## src/rtl/fctf_pkg.sv

```systemverilog
// Shared types, constants and helper functions for the transmit framer.
// No dependencies; imported by fctf_chain and the top level.

package fctf_pkg;

  // Default message length limit in bytes
  localparam int FCTF_MAX_MSG = 64;

  // Bytes per check group
  localparam int FCTF_GROUP_LEN = 8;

  // Line bytes
  localparam logic [7:0] FCTF_START_BYTE = 8'h0D;
  localparam logic [7:0] FCTF_SPACE_BYTE = 8'h20;
  localparam logic [7:0] FCTF_END_BYTE   = 8'h0A;
  localparam logic [7:0] FCTF_FILL_BYTE  = 8'h00;

  // Offset added to a group check outside the printable window
  localparam logic [7:0] FCTF_CHECK_OFFSET = 8'd64;

  // Configuration register indexes (word address bits)
  localparam logic [1:0] FCTF_REG_CHECK_ENABLE   = 2'd0;
  localparam logic [1:0] FCTF_REG_SUPPRESS_START = 2'd1;
  localparam logic [1:0] FCTF_REG_SUPPRESS_END   = 2'd2;

  // Sequencer states
  typedef enum logic [2:0] {
    ST_IDLE,
    ST_DATA,
    ST_CHECK,
    ST_END,
    ST_FILL
  } fctf_state_t;

  // Control from the sequencer to the check chain
  typedef struct packed {
    logic       push;
    logic       pop;
    logic [7:0] push_val;
  } fctf_chain_ctl_t;

  // Map a group XOR to its check character: values whose top bits are not 01
  // (below 64 as a signed byte) get 64 added modulo 256
  function automatic logic [7:0] fctf_adjust(input logic [7:0] v);
    logic [7:0] r;
    r = (v[7:6] != 2'b01) ? (v + FCTF_CHECK_OFFSET) : v;
    return r;
  endfunction

endpackage

```

## src/rtl/fctf_cell.sv

```systemverilog
// One cell of the group check chain: holds one completed group XOR.
// Depends on nothing but its neighbors; instantiated by fctf_chain.

module fctf_cell (
  input  logic       clk,
  input  logic       push,
  input  logic       pop,
  input  logic [7:0] from_left,
  input  logic [7:0] from_right,
  output logic [7:0] val
);

  logic [7:0] val_r;
  logic [7:0] val_nxt;

  // Shift right on push, left on pop, else hold
  always_comb begin
    val_nxt = val_r;
    if (push) begin
      val_nxt = from_left;
    end else if (pop) begin
      val_nxt = from_right;
    end
  end

  always_ff @(posedge clk) begin
    val_r <= val_nxt;
  end

  assign val = val_r;

endmodule

```

## src/rtl/fctf_chain.sv

```systemverilog
// Stack of group checks built as a row of fctf_cell; newest group at cell 0.
// Uses fctf_pkg for the control struct; instantiated by the top level.

module fctf_chain #(
  parameter int NUM_GROUPS = 8
) (
  input  logic                     clk,
  input  fctf_pkg::fctf_chain_ctl_t ctl,
  output logic [7:0]               head
);

  import fctf_pkg::*;

  logic [7:0] cell_val [NUM_GROUPS];

  // Cell 0 takes the new group on push; the last cell refills with itself on pop
  for (genvar i = 0; i < NUM_GROUPS; i++) begin : g_cell
    logic [7:0] left_val;
    logic [7:0] right_val;

    if (i == 0) begin : g_first
      assign left_val = ctl.push_val;
    end else begin : g_mid_l
      assign left_val = cell_val[i-1];
    end

    if (i == NUM_GROUPS - 1) begin : g_last
      assign right_val = cell_val[i];
    end else begin : g_mid_r
      assign right_val = cell_val[i+1];
    end

    fctf_cell u_cell (
      .clk        (clk),
      .push       (ctl.push),
      .pop        (ctl.pop),
      .from_left  (left_val),
      .from_right (right_val),
      .val        (cell_val[i])
    );
  end

  assign head = cell_val[0];

endmodule

```

## src/rtl/frame_check_transmit_framer_unit.sv

```systemverilog
// Transmit framer top level: sequencer, counters, registers and output stage.
// Depends on fctf_pkg and fctf_chain (which uses fctf_cell).
//
// Usage:
//   Input channel (in_valid/in_stall): one message byte per request, with
//   in_last_byte set on the final byte. Output channel (out_valid/out_stall):
//   one line byte per request, out_frame_end on the final byte of the frame and
//   out_status set there when bytes beyond MAX_MSG were dropped.
//   Configuration is written over the APB-style cfg_ port while idle.
// Output sequence:
//   A result is registered in a single output register and appears in the
//   cycle after the request that causes it. Middle bytes of a message flow at
//   one per cycle while the output is not stalled. The first byte emits the
//   start byte (a space when suppressed), then the data. The last byte is
//   followed by one check per stored group (up to MAX_MSG/8 rounded up) when
//   enabled, one chain cell shift per check, then the end byte unless suppressed.
// Reset: counters clear, check_enable returns to 1, suppress flags to 0, and
//   the output register empties. Check cells hold no reset value.
// Stall: a stalled output holds its byte; in_stall rises until it is taken.

module frame_check_transmit_framer_unit #(
  parameter int MAX_MSG = fctf_pkg::FCTF_MAX_MSG
) (
  input  logic        clk,
  input  logic        rst_n,
  // Input channel
  input  logic        in_valid,
  output logic        in_stall,
  input  logic [7:0]  in_data_byte,
  input  logic        in_last_byte,
  // Result channel
  output logic        out_valid,
  input  logic        out_stall,
  output logic [7:0]  out_byte,
  output logic        out_frame_end,
  output logic        out_status,
  // Configuration port
  input  logic        cfg_psel,
  input  logic        cfg_penable,
  input  logic        cfg_pwrite,
  input  logic [3:0]  cfg_paddr,
  input  logic [31:0] cfg_pwdata,
  output logic [31:0] cfg_prdata,
  output logic        cfg_pready
);

  import fctf_pkg::*;

  localparam int NUM_GROUPS = (MAX_MSG + FCTF_GROUP_LEN - 1) / FCTF_GROUP_LEN;
  localparam int CW = $clog2(MAX_MSG + 1);
  localparam int GW = $clog2(NUM_GROUPS + 1);

  // Registers
  fctf_state_t   state_r, state_nxt;
  logic          ce_r, ss_r, se_r;
  logic [CW-1:0] count_r, count_nxt;
  logic [7:0]    rx_r, rx_nxt;
  logic          ovf_r, ovf_nxt;
  logic          ovf_frame_r, ovf_frame_nxt;
  logic [GW-1:0] grp_cnt_r, grp_cnt_nxt;
  logic [7:0]    data_r;
  logic          last_r;
  logic          out_valid_r;
  logic [7:0]    out_byte_r;
  logic          out_frame_end_r;
  logic          out_status_r;

  // Combinational control
  logic            out_free;
  logic            acc;
  logic            first;
  logic            take;
  logic [CW-1:0]   count_inc;
  logic [CW-1:0]   count_after;
  logic            tail_empty;
  logic            emit;
  logic [7:0]      emit_byte;
  logic            emit_fe;
  logic            emit_st;
  logic            chain_pop;
  fctf_chain_ctl_t chain_ctl;
  logic [7:0]      chain_head;
  fctf_state_t     tail_after_data;
  fctf_state_t     tail_after_drop;
  logic            cfg_wr;
  logic [1:0]      cfg_idx;

  // Handshake
  assign out_free = !out_valid_r || !out_stall;
  assign in_stall = !((state_r == ST_IDLE) && out_free);
  assign acc      = in_valid && !in_stall;

  // Message position
  assign first       = (count_r == '0) && !ovf_r;
  assign take        = (count_r < CW'(MAX_MSG));
  assign count_inc   = count_r + CW'(1);
  assign count_after = take ? count_inc : count_r;
  assign tail_empty  = !ce_r && se_r;

  assign tail_after_data = ce_r ? ST_CHECK : (!se_r ? ST_END : ST_IDLE);
  assign tail_after_drop = ce_r ? ST_CHECK : (!se_r ? ST_END : ST_FILL);

  // Next state
  always_comb begin
    state_nxt = state_r;
    unique case (state_r)
      ST_IDLE: begin
        if (acc) begin
          if (first) begin
            state_nxt = ST_DATA;
          end else if (take) begin
            state_nxt = in_last_byte ? tail_after_data : ST_IDLE;
          end else begin
            state_nxt = in_last_byte ? tail_after_drop : ST_IDLE;
          end
        end
      end
      ST_DATA: begin
        if (out_free) begin
          state_nxt = last_r ? tail_after_data : ST_IDLE;
        end
      end
      ST_CHECK: begin
        if (out_free && (grp_cnt_r == GW'(1))) begin
          state_nxt = se_r ? ST_IDLE : ST_END;
        end
      end
      ST_END, ST_FILL: begin
        if (out_free) begin
          state_nxt = ST_IDLE;
        end
      end
      default: state_nxt = ST_IDLE;
    endcase
  end

  // Outputs of the sequencer: emitted byte and chain pop
  always_comb begin
    emit      = 1'b0;
    emit_byte = in_data_byte;
    emit_fe   = 1'b0;
    emit_st   = 1'b0;
    chain_pop = 1'b0;
    unique case (state_r)
      ST_IDLE: begin
        if (acc) begin
          if (first) begin
            emit      = 1'b1;
            emit_byte = ss_r ? FCTF_SPACE_BYTE : FCTF_START_BYTE;
          end else if (take) begin
            emit      = 1'b1;
            emit_byte = in_data_byte;
            emit_fe   = in_last_byte && tail_empty;
            emit_st   = in_last_byte && tail_empty && ovf_r;
          end
        end
      end
      ST_DATA: begin
        if (out_free) begin
          emit      = 1'b1;
          emit_byte = data_r;
          emit_fe   = last_r && tail_empty;
          emit_st   = last_r && tail_empty && ovf_frame_r;
        end
      end
      ST_CHECK: begin
        if (out_free) begin
          emit      = 1'b1;
          emit_byte = fctf_adjust(chain_head);
          emit_fe   = (grp_cnt_r == GW'(1)) && se_r;
          emit_st   = (grp_cnt_r == GW'(1)) && se_r && ovf_frame_r;
          chain_pop = 1'b1;
        end
      end
      ST_END: begin
        if (out_free) begin
          emit      = 1'b1;
          emit_byte = FCTF_END_BYTE;
          emit_fe   = 1'b1;
          emit_st   = ovf_frame_r;
        end
      end
      ST_FILL: begin
        if (out_free) begin
          emit      = 1'b1;
          emit_byte = FCTF_FILL_BYTE;
          emit_fe   = 1'b1;
          emit_st   = ovf_frame_r;
        end
      end
      default: begin
        emit = 1'b0;
      end
    endcase
  end

  // Push a group on completion, or the partial group at message end; pass pop on
  always_comb begin
    chain_ctl.pop      = chain_pop;
    chain_ctl.push_val = take ? (rx_r ^ in_data_byte) : rx_r;
    chain_ctl.push     = acc && ((take && (count_inc[2:0] == 3'd0)) ||
                                 (in_last_byte && (count_after[2:0] != 3'd0)));
  end

  // Advance message counters on each request
  always_comb begin
    count_nxt     = count_r;
    rx_nxt        = rx_r;
    ovf_nxt       = ovf_r;
    ovf_frame_nxt = ovf_frame_r;
    if (acc) begin
      if (in_last_byte) begin
        count_nxt     = '0;
        rx_nxt        = '0;
        ovf_nxt       = 1'b0;
        ovf_frame_nxt = ovf_r || !take;
      end else if (take) begin
        count_nxt = count_inc;
        rx_nxt    = (count_inc[2:0] == 3'd0) ? 8'h00 : (rx_r ^ in_data_byte);
      end else begin
        ovf_nxt = 1'b1;
      end
    end
  end

  // Track stored groups; clear when the frame's final byte leaves
  always_comb begin
    grp_cnt_nxt = grp_cnt_r;
    if (emit && emit_fe) begin
      grp_cnt_nxt = '0;
    end else if (chain_ctl.push) begin
      grp_cnt_nxt = grp_cnt_r + GW'(1);
    end else if (chain_ctl.pop) begin
      grp_cnt_nxt = grp_cnt_r - GW'(1);
    end
  end

  // Control registers
  always_ff @(posedge clk) begin
    if (!rst_n) begin
      state_r     <= ST_IDLE;
      count_r     <= '0;
      rx_r        <= '0;
      ovf_r       <= 1'b0;
      ovf_frame_r <= 1'b0;
      grp_cnt_r   <= '0;
      out_valid_r <= 1'b0;
    end else begin
      state_r     <= state_nxt;
      count_r     <= count_nxt;
      rx_r        <= rx_nxt;
      ovf_r       <= ovf_nxt;
      ovf_frame_r <= ovf_frame_nxt;
      grp_cnt_r   <= grp_cnt_nxt;
      if (out_free) begin
        out_valid_r <= emit;
      end
    end
  end

  // Payload registers
  always_ff @(posedge clk) begin
    if (acc) begin
      data_r <= in_data_byte;
      last_r <= in_last_byte;
    end
    if (emit) begin
      out_byte_r      <= emit_byte;
      out_frame_end_r <= emit_fe;
      out_status_r    <= emit_st;
    end
  end

  fctf_chain #(
    .NUM_GROUPS (NUM_GROUPS)
  ) u_chain (
    .clk  (clk),
    .ctl  (chain_ctl),
    .head (chain_head)
  );

  // Configuration registers
  assign cfg_pready = 1'b1;
  assign cfg_idx    = cfg_paddr[3:2];
  assign cfg_wr     = cfg_psel && cfg_penable && cfg_pwrite;

  always_ff @(posedge clk) begin
    if (!rst_n) begin
      ce_r <= 1'b1;
      ss_r <= 1'b0;
      se_r <= 1'b0;
    end else if (cfg_wr) begin
      if (cfg_idx == FCTF_REG_CHECK_ENABLE) begin
        ce_r <= cfg_pwdata[0];
      end
      if (cfg_idx == FCTF_REG_SUPPRESS_START) begin
        ss_r <= cfg_pwdata[0];
      end
      if (cfg_idx == FCTF_REG_SUPPRESS_END) begin
        se_r <= cfg_pwdata[0];
      end
    end
  end

  // Read back
  always_comb begin
    cfg_prdata = '0;
    unique case (cfg_idx)
      FCTF_REG_CHECK_ENABLE:   cfg_prdata = {31'd0, ce_r};
      FCTF_REG_SUPPRESS_START: cfg_prdata = {31'd0, ss_r};
      FCTF_REG_SUPPRESS_END:   cfg_prdata = {31'd0, se_r};
      default:                 cfg_prdata = '0;
    endcase
  end

  assign out_valid     = out_valid_r;
  assign out_byte      = out_byte_r;
  assign out_frame_end = out_frame_end_r;
  assign out_status    = out_status_r;

`ifndef SYNTHESIS
  // Stored groups never exceed the chain length
  a_grp_bound: assert property (@(posedge clk) disable iff (!rst_n)
    grp_cnt_r <= GW'(NUM_GROUPS))
    else $error("group count beyond chain length");

  // Emitting checks requires at least one stored group
  a_check_nonempty: assert property (@(posedge clk) disable iff (!rst_n)
    (state_r == ST_CHECK) |-> (grp_cnt_r != '0))
    else $error("check state with empty chain");

  // Status only rides on the frame's final byte
  a_status_on_end: assert property (@(posedge clk) disable iff (!rst_n)
    (out_valid_r && !out_frame_end_r) |-> !out_status_r)
    else $error("status set on non-final byte");

  // Byte count stays within the message limit
  a_count_bound: assert property (@(posedge clk) disable iff (!rst_n)
    count_r <= CW'(MAX_MSG))
    else $error("byte count beyond limit");

  // Chain is never pushed and popped together
  a_push_pop: assert property (@(posedge clk) disable iff (!rst_n)
    !(chain_ctl.push && chain_ctl.pop))
    else $error("simultaneous push and pop");
`endif

endmodule
```

## config.mk

```make
export PLATFORM = sky130hd
export DESIGN_NAME = frame_check_transmit_framer_unit
export DESIGN_NICKNAME = d
export VERILOG_FILES = /design/src/rtl/fctf_pkg.sv /design/src/rtl/fctf_cell.sv /design/src/rtl/fctf_chain.sv /design/src/rtl/frame_check_transmit_framer_unit.sv
export SDC_FILE = /design/constraint.sdc
export NUM_CORES = 1
export LEC_CHECK = 0
export BUFFER_PORTS_ARGS = -buffer_cell sky130_fd_sc_hd__buf_2
export CORE_MARGIN = 1
export CORE_UTILIZATION = 60
export CTS_BUF_LIST = sky130_fd_sc_hd__clkbuf_8 sky130_fd_sc_hd__clkbuf_16
export CTS_CLUSTER_DIAMETER = 100
export DETAILED_ROUTE_END_ITERATION = 6
export GPL_TIMING_DRIVEN = 0
export HOLD_SLACK_MARGIN = 0.08
export PLACE_DENSITY = 0.95
export REMOVE_ABC_BUFFERS = 1
export SYNTH_ARGS = -nofsm -noshare
export SYNTH_HDL_FRONTEND = slang
export SYNTH_SLANG_ARGS = --single-unit
```

## constraint.sdc

```tcl
create_clock -name clk -period 9.85 [get_ports clk]
set_input_delay 0.4925 -clock clk [delete_from_list [all_inputs] [get_ports clk]]
set_output_delay 0.4925 -clock clk [all_outputs]
set_load 0.1 [all_outputs]
```

-- Word-level counts from Yosys, hierarchy flattened
Index checks and enable logic that the tools add are counted.
W data, S select, Z words.
- register bits after elaboration: 111
- bits of input ports: 52
- output and inout bits: 45
- word-level logic and storage cells: 154
- $add $sub $neg: 4
- $lt $le $gt $ge: 1
- equality and inequality tests: 13
- muxes and demuxes: 67
- bitwise gates (word level): 2
- reduce and logical (&&, ||, !) cells: 43
- operators with widths (operator ; count):
    $mux W8 ; 25
    $pmux W8 S5 ; 1
    $mux W3 ; 12
    $mux W1 ; 18
    $logic_and A1 B1 Y1 ; 17
    $mux W7 ; 2
    $pmux W3 S4 ; 1
    $reduce_and A2 Y1 ; 6
    $add A8 B7 Y8 const B ; 1
    $mux W4 ; 2
    $ne A2 B2 Y1 const B ; 4
    $pmux W1 S4 ; 2
    $xor A8 B8 Y8 ; 1
    $add A7 B1 Y7 const B ; 1
    $logic_not A7 Y1 ; 1
    $lt A7 B7 Y1 const B ; 1
    $eq A3 B2 Y1 const B ; 2
    $logic_not A1 Y1 ; 6
    $logic_not A3 Y1 ; 2
    $mux W6 ; 1
    $add A4 B1 Y4 const B ; 1
    $eq A4 B1 Y1 const B ; 1
    $ne A2 B1 Y1 const B ; 2
    $reduce_and A4 Y1 ; 1
    15 further kinds ; 19

-- Longest topological paths before layout
- depth in word-level cells: 9
- gate-level depth with buffers: 11
- depth with buffers taken out: 8

-- By module
From an unflattened synthesis, not the netlist that was laid out.
- cells, all modules: 481
- area, all modules: 5964.5 µm²
- by module, submodules not included (module ; instances ; cells each ; area an instance (µm²) ; sequential area each (µm²)):
    fctf_cell ; 8 ; 18 ; 377.9 ; 240.2
    frame_check_transmit_framer_unit ; 1 ; 337 ; 2941.6 ; 1131.1

-- Least setup slack after synthesis
Ideal clock, no wire load.
- path type: reg2reg
- from: register out_valid_r, in the netlist out_valid
- to: register u_chain.g_cell[0].u_cell.val_r[0] (enable)
- setup time: 498 ps
- arrival time: 4219 ps
- required time: 9352 ps
- slack: 5133 ps
- cell stages (with the launch flop): 4
- cells stage by stage: dfxtp_1 -> nand2_1 -> nand3_1 -> o221ai_1
- longest elaborated chain between the ends: 6
- ends and longest elaborated chain (what ; RTL line ; source):
    start, declared ; frame_check_transmit_framer_unit.sv:63 ; logic out_valid_r;
    start signal, assigned ; frame_check_transmit_framer_unit.sv:256 ; out_valid_r <= emit;
    $logic_not A1 Y1 * ; frame_check_transmit_framer_unit.sv:89 ; assign out_free = !out_valid_r || !out_stall;
    $logic_or A1 B1 Y1 * ; frame_check_transmit_framer_unit.sv:89 ;
    $logic_and A1 B1 Y1 ; frame_check_transmit_framer_unit.sv:90 ; assign in_stall = !((state_r == ST_IDLE) && out_free);
    $logic_and A1 B1 Y1 ; frame_check_transmit_framer_unit.sv:91 ; assign acc = in_valid && !in_stall;
    $logic_and A1 B1 Y1 ; frame_check_transmit_framer_unit.sv:201 ; chain_ctl.push = acc && ((take && (count_inc[2:0] == 3'd0)) ||
    $reduce_bool A2 Y1 (no source line) * ; -- ;
    end signal, assigned ; fctf_cell.sv:27 ; val_r <= val_nxt;
    end, declared ; fctf_cell.sv:13 ; logic [7:0] val_r;
Mark *: on every way between the ends. The rest lies on a longest branch, timed or not.
A chain may end at the register's enable or synchronous reset.

-- Worst setup path in the final report
- from: register count_r[0]
- to: register u_chain.g_cell[0].u_cell.val_r[4] (data pin)
- longest elaborated chain between the ends: 7
- ends and longest elaborated chain (what ; RTL line ; source):
    start, declared ; frame_check_transmit_framer_unit.sv:56 ; logic [CW-1:0] count_r, count_nxt;
    start signal, assigned ; frame_check_transmit_framer_unit.sv:250 ; count_r <= count_nxt;
    $add A7 B1 Y7 / $lt A7 B7 Y1 (equally long branches) ; frame_check_transmit_framer_unit.sv:96, frame_check_transmit_framer_unit.sv:95 ;
    $mux W7 ; -- ;
    $reduce_bool A3 Y1 ; frame_check_transmit_framer_unit.sv:202 ; (in_last_byte && (count_after[2:0] != 3'd0)));
    $logic_and A1 B1 Y1 ; frame_check_transmit_framer_unit.sv:202 ;
    $logic_or A1 B1 Y1 ; frame_check_transmit_framer_unit.sv:201 ;
    $logic_and A1 B1 Y1 ; frame_check_transmit_framer_unit.sv:201 ;
    $mux W8 * ; fctf_cell.sv:19 ; if (push) begin
    net u_chain.g_cell[0].u_cell.val_nxt[4] ; fctf_cell.sv:14 ; logic [7:0] val_nxt;
The timed path passes the listed nets; every way through them passes the cells marked *. The select of a mux whose other input is x is not followed.

==> out/results.ini <==
[cells_and_area]
num_antenna_cells = 0
nets = 632
area_growth_pct = 5.44
n_fill_cell = 681
layout-drive-gt1-share_pct = 10.0
fin_cells = 686

[synth]
async_flop_share_pct = 0
avgSynthCellArea_um2 = 9.84
ys_warn_count = 0
synthesis.area_mm2 = 0.00547
syn-instance-count = 556
ys_seq_area_share_pct = 55.8
synth_enable_flop_cells = 83
ys_types = 59
ys_seq_elements = 111
synth_flop_cell = edfxtp_1

[sta]
tightest_slew_ns = 1.01
min_period_ns = 3.25
final.setup.tns_ns = 0
rsz0062_at_grt = false
whs_ns = 0.331
period_share_pct = 33.0
finalSetupViolations = 0
clock-skew-final_ns = 0.0160
hold_viol_final = 0
max_freq_mhz = 307
slew-limit-headroom_pct = 32.4
drv_slew = 0

[clock_tree]
clk_pin_slew_ns = 0.11
h-tree-depth = 3
cts_inserted_buffers = 9
postCtsSetupBuffers = 0
clock_latency_ns = 0.39
cts_sinks = 111
cts.path.max_buffers = 2
cts_root_buf = clkbuf_8
tritoncts = built
cts_resized = 0
cts_hold_buf = 0

[floorplan]
die_y_um = 97.5
rows = 34
start_util_pct = 62.5
io_pins = 97
core_area_mm2 = 0.00876
die-area_mm2 = 0.00951
fp.dieW_um = 97.5

[route]
drt_iter0_drc = 267
vias_per_cell = 5.75
antenna_left = 0
wl_per_cell_um = 15.3
vias = 3943
detailedRoute.firstPassIterationCount = 5
routed-wl-met3_um = 625
top_layer = met4
drc_errors = 0
wl_um = 10500
wl_met2_um = 5180
met1_length_um = 4460

[power]
power_density_mw_per_mm2 = 309
p_leak_nw = 2.32
ir_drop_v = 0.000207

[worst_setup_path]
rrSetupSlack_ns = 6.60
cp_slowest_cell = or4b_1
arrival_ns = 3.41
cp.required_ns = 10.00
path_buf_inv = 2
cp_max_fo = 64
worstPathCellList = ha_1, ha_1, or4b_1, nand4_1, a21o_2, buf_12, inv_2, nor2_1, nor2_1
crit_type = register to register
critPathMaxStageDelay_ns = 0.51
cp_top_family = simple AND/OR/NAND/NOR gates
endpoint_kind = register
setup.worst_path.start_class = register

[place]
post-place-cells = 671
place.port_buffers = 31
gp_congestion = 0.901
dp_hpwl_um = 7080

[global_route]
grt_usage_pct = 23.0
grt_max_degree = 65
grt_pass1_wl_um = 17300
grt_pass1_vias = 3747
grt-ovfl-total = 0
antenna_found_initial = 0

[worst_hold_path]
hold_class = input port to register

[run]
maxCapViolations = 0

[outcome]
status = finished, final reports clean

worst paths after layout:
path	start	end	cells past startpoint
worst min-delay path	in_data_byte[3]	data_r[3]	1
worst max-delay path	count_r[0]	u_chain.g_cell[0].u_cell.val[4]	9
worst min register to register	u_chain.g_cell[6].u_cell.val[5]	u_chain.g_cell[7].u_cell.val[5]	0
worst max register to register	count_r[0]	u_chain.g_cell[0].u_cell.val[4]	9
flip-flops by register name (all words and copies together), names as in the netlist:
name and count:
out_byte 8, grp_cnt_r 4, ce_r 1, out_status 1
out_valid 1, ovf_frame_r 1, out_frame_end 1, u_chain.g_cell.u_cell.val 64
count_r 7, ss_r 1, data_r 8, se_r 1
rx_r 8, state_r 3, ovf_r 1, last_r 1
synthesized netlist by cell type, drive strengths merged (4+ instances only):
cell	number	share of area, %
a31oi	6	0.69
inv	14	0.96
o22ai	4	0.46
buf	49	6.6
o21ai	15	1.4
a21oi	12	1.2
nor2	48	3.4
nand2b	4	0.46
clkbuf	8	0.55
nand3b	8	1.1
a22o	7	1.1
and3	4	0.46
edfxtp	83	46
nand3	8	0.73
nor2b	5	0.57
nand2	168	12
nor3	5	0.55
mux2i	5	0.91
dfxtp	28	10
a21boi	10	1.4
xnor2	11	1.8
ha	6	1.4
nand4	5	0.57
kinds of logic after synthesis:
group	after synthesis	share of synthesized area (%)
AOI/OAI and AO/OA	80	10.4
xor gates and xnor gates	11	1.76
adders and majority gates	6	1.37
buffers and inverters	71	8.14
DFF	111	55.8
muxes	5	0.915
other	2	0.137
and+or+nand+nor	270	21.5
power by group:
| group | total (mW) | switching (mW) | internal [mW] |
|---|---|---|---|
| sequential | 0.791 | 0.0814 | 0.710 |
| clock | 0.282 | 0.161 | 0.121 |
| combinational | 0.711 | 0.533 | 0.178 |
| total | 1.78 | 0.776 | 1.01 |
cell usage in the layout (no fill, tap or decap), types with 7 or more instances in the layout:
cell,instances
nand2_1,168
edfxtp_1,83
nor2_1,47
conb_1,32
buf_2,31
dfxtp_1,28
o21ai_0,15
inv_1,13
xnor2_1,11
a21oi_1,11
a21boi_0,10
clkbuf_8,9
nand3_1,8
nand3b_1,8
a22o_1,7
metal layers:
metal / vias to the layer above / global-route usage [%]
li1: 1899 / -
met1: 1894 / 29.9
met2: 133 / 38.2
met3: 17 / 4.82
met4: 0 / 8.37
met5: - / 0
final cells by class:
class                      count  area (µm²)  share of cell area (%)
timing repair buffer          34         223                    3.86
tap                          108         135                    2.34
clock buffer                   9         124                    2.15
clock inverter                 6        77.6                    1.34
sequential                   111        3050                    52.9
multi-input combinational    404        2110                    36.5
inverter                      14        52.6                   0.911
through the flow:
step           setup slack, ns  instance area [µm²]  power [mW]  util, %
2_1_floorplan             5.13                 5190        1.34        -
3_3_place_gp              4.03                 5480        1.46     62.6
3_5_place_dp              6.61                 5570        1.51     63.5
4_1_cts                   6.59                 5770        1.79     65.8
5_1_grt                   6.32                 5770        1.88     65.8
6_report                  6.60                 5770        1.78     65.8
(Power assumes the default switching activity.)
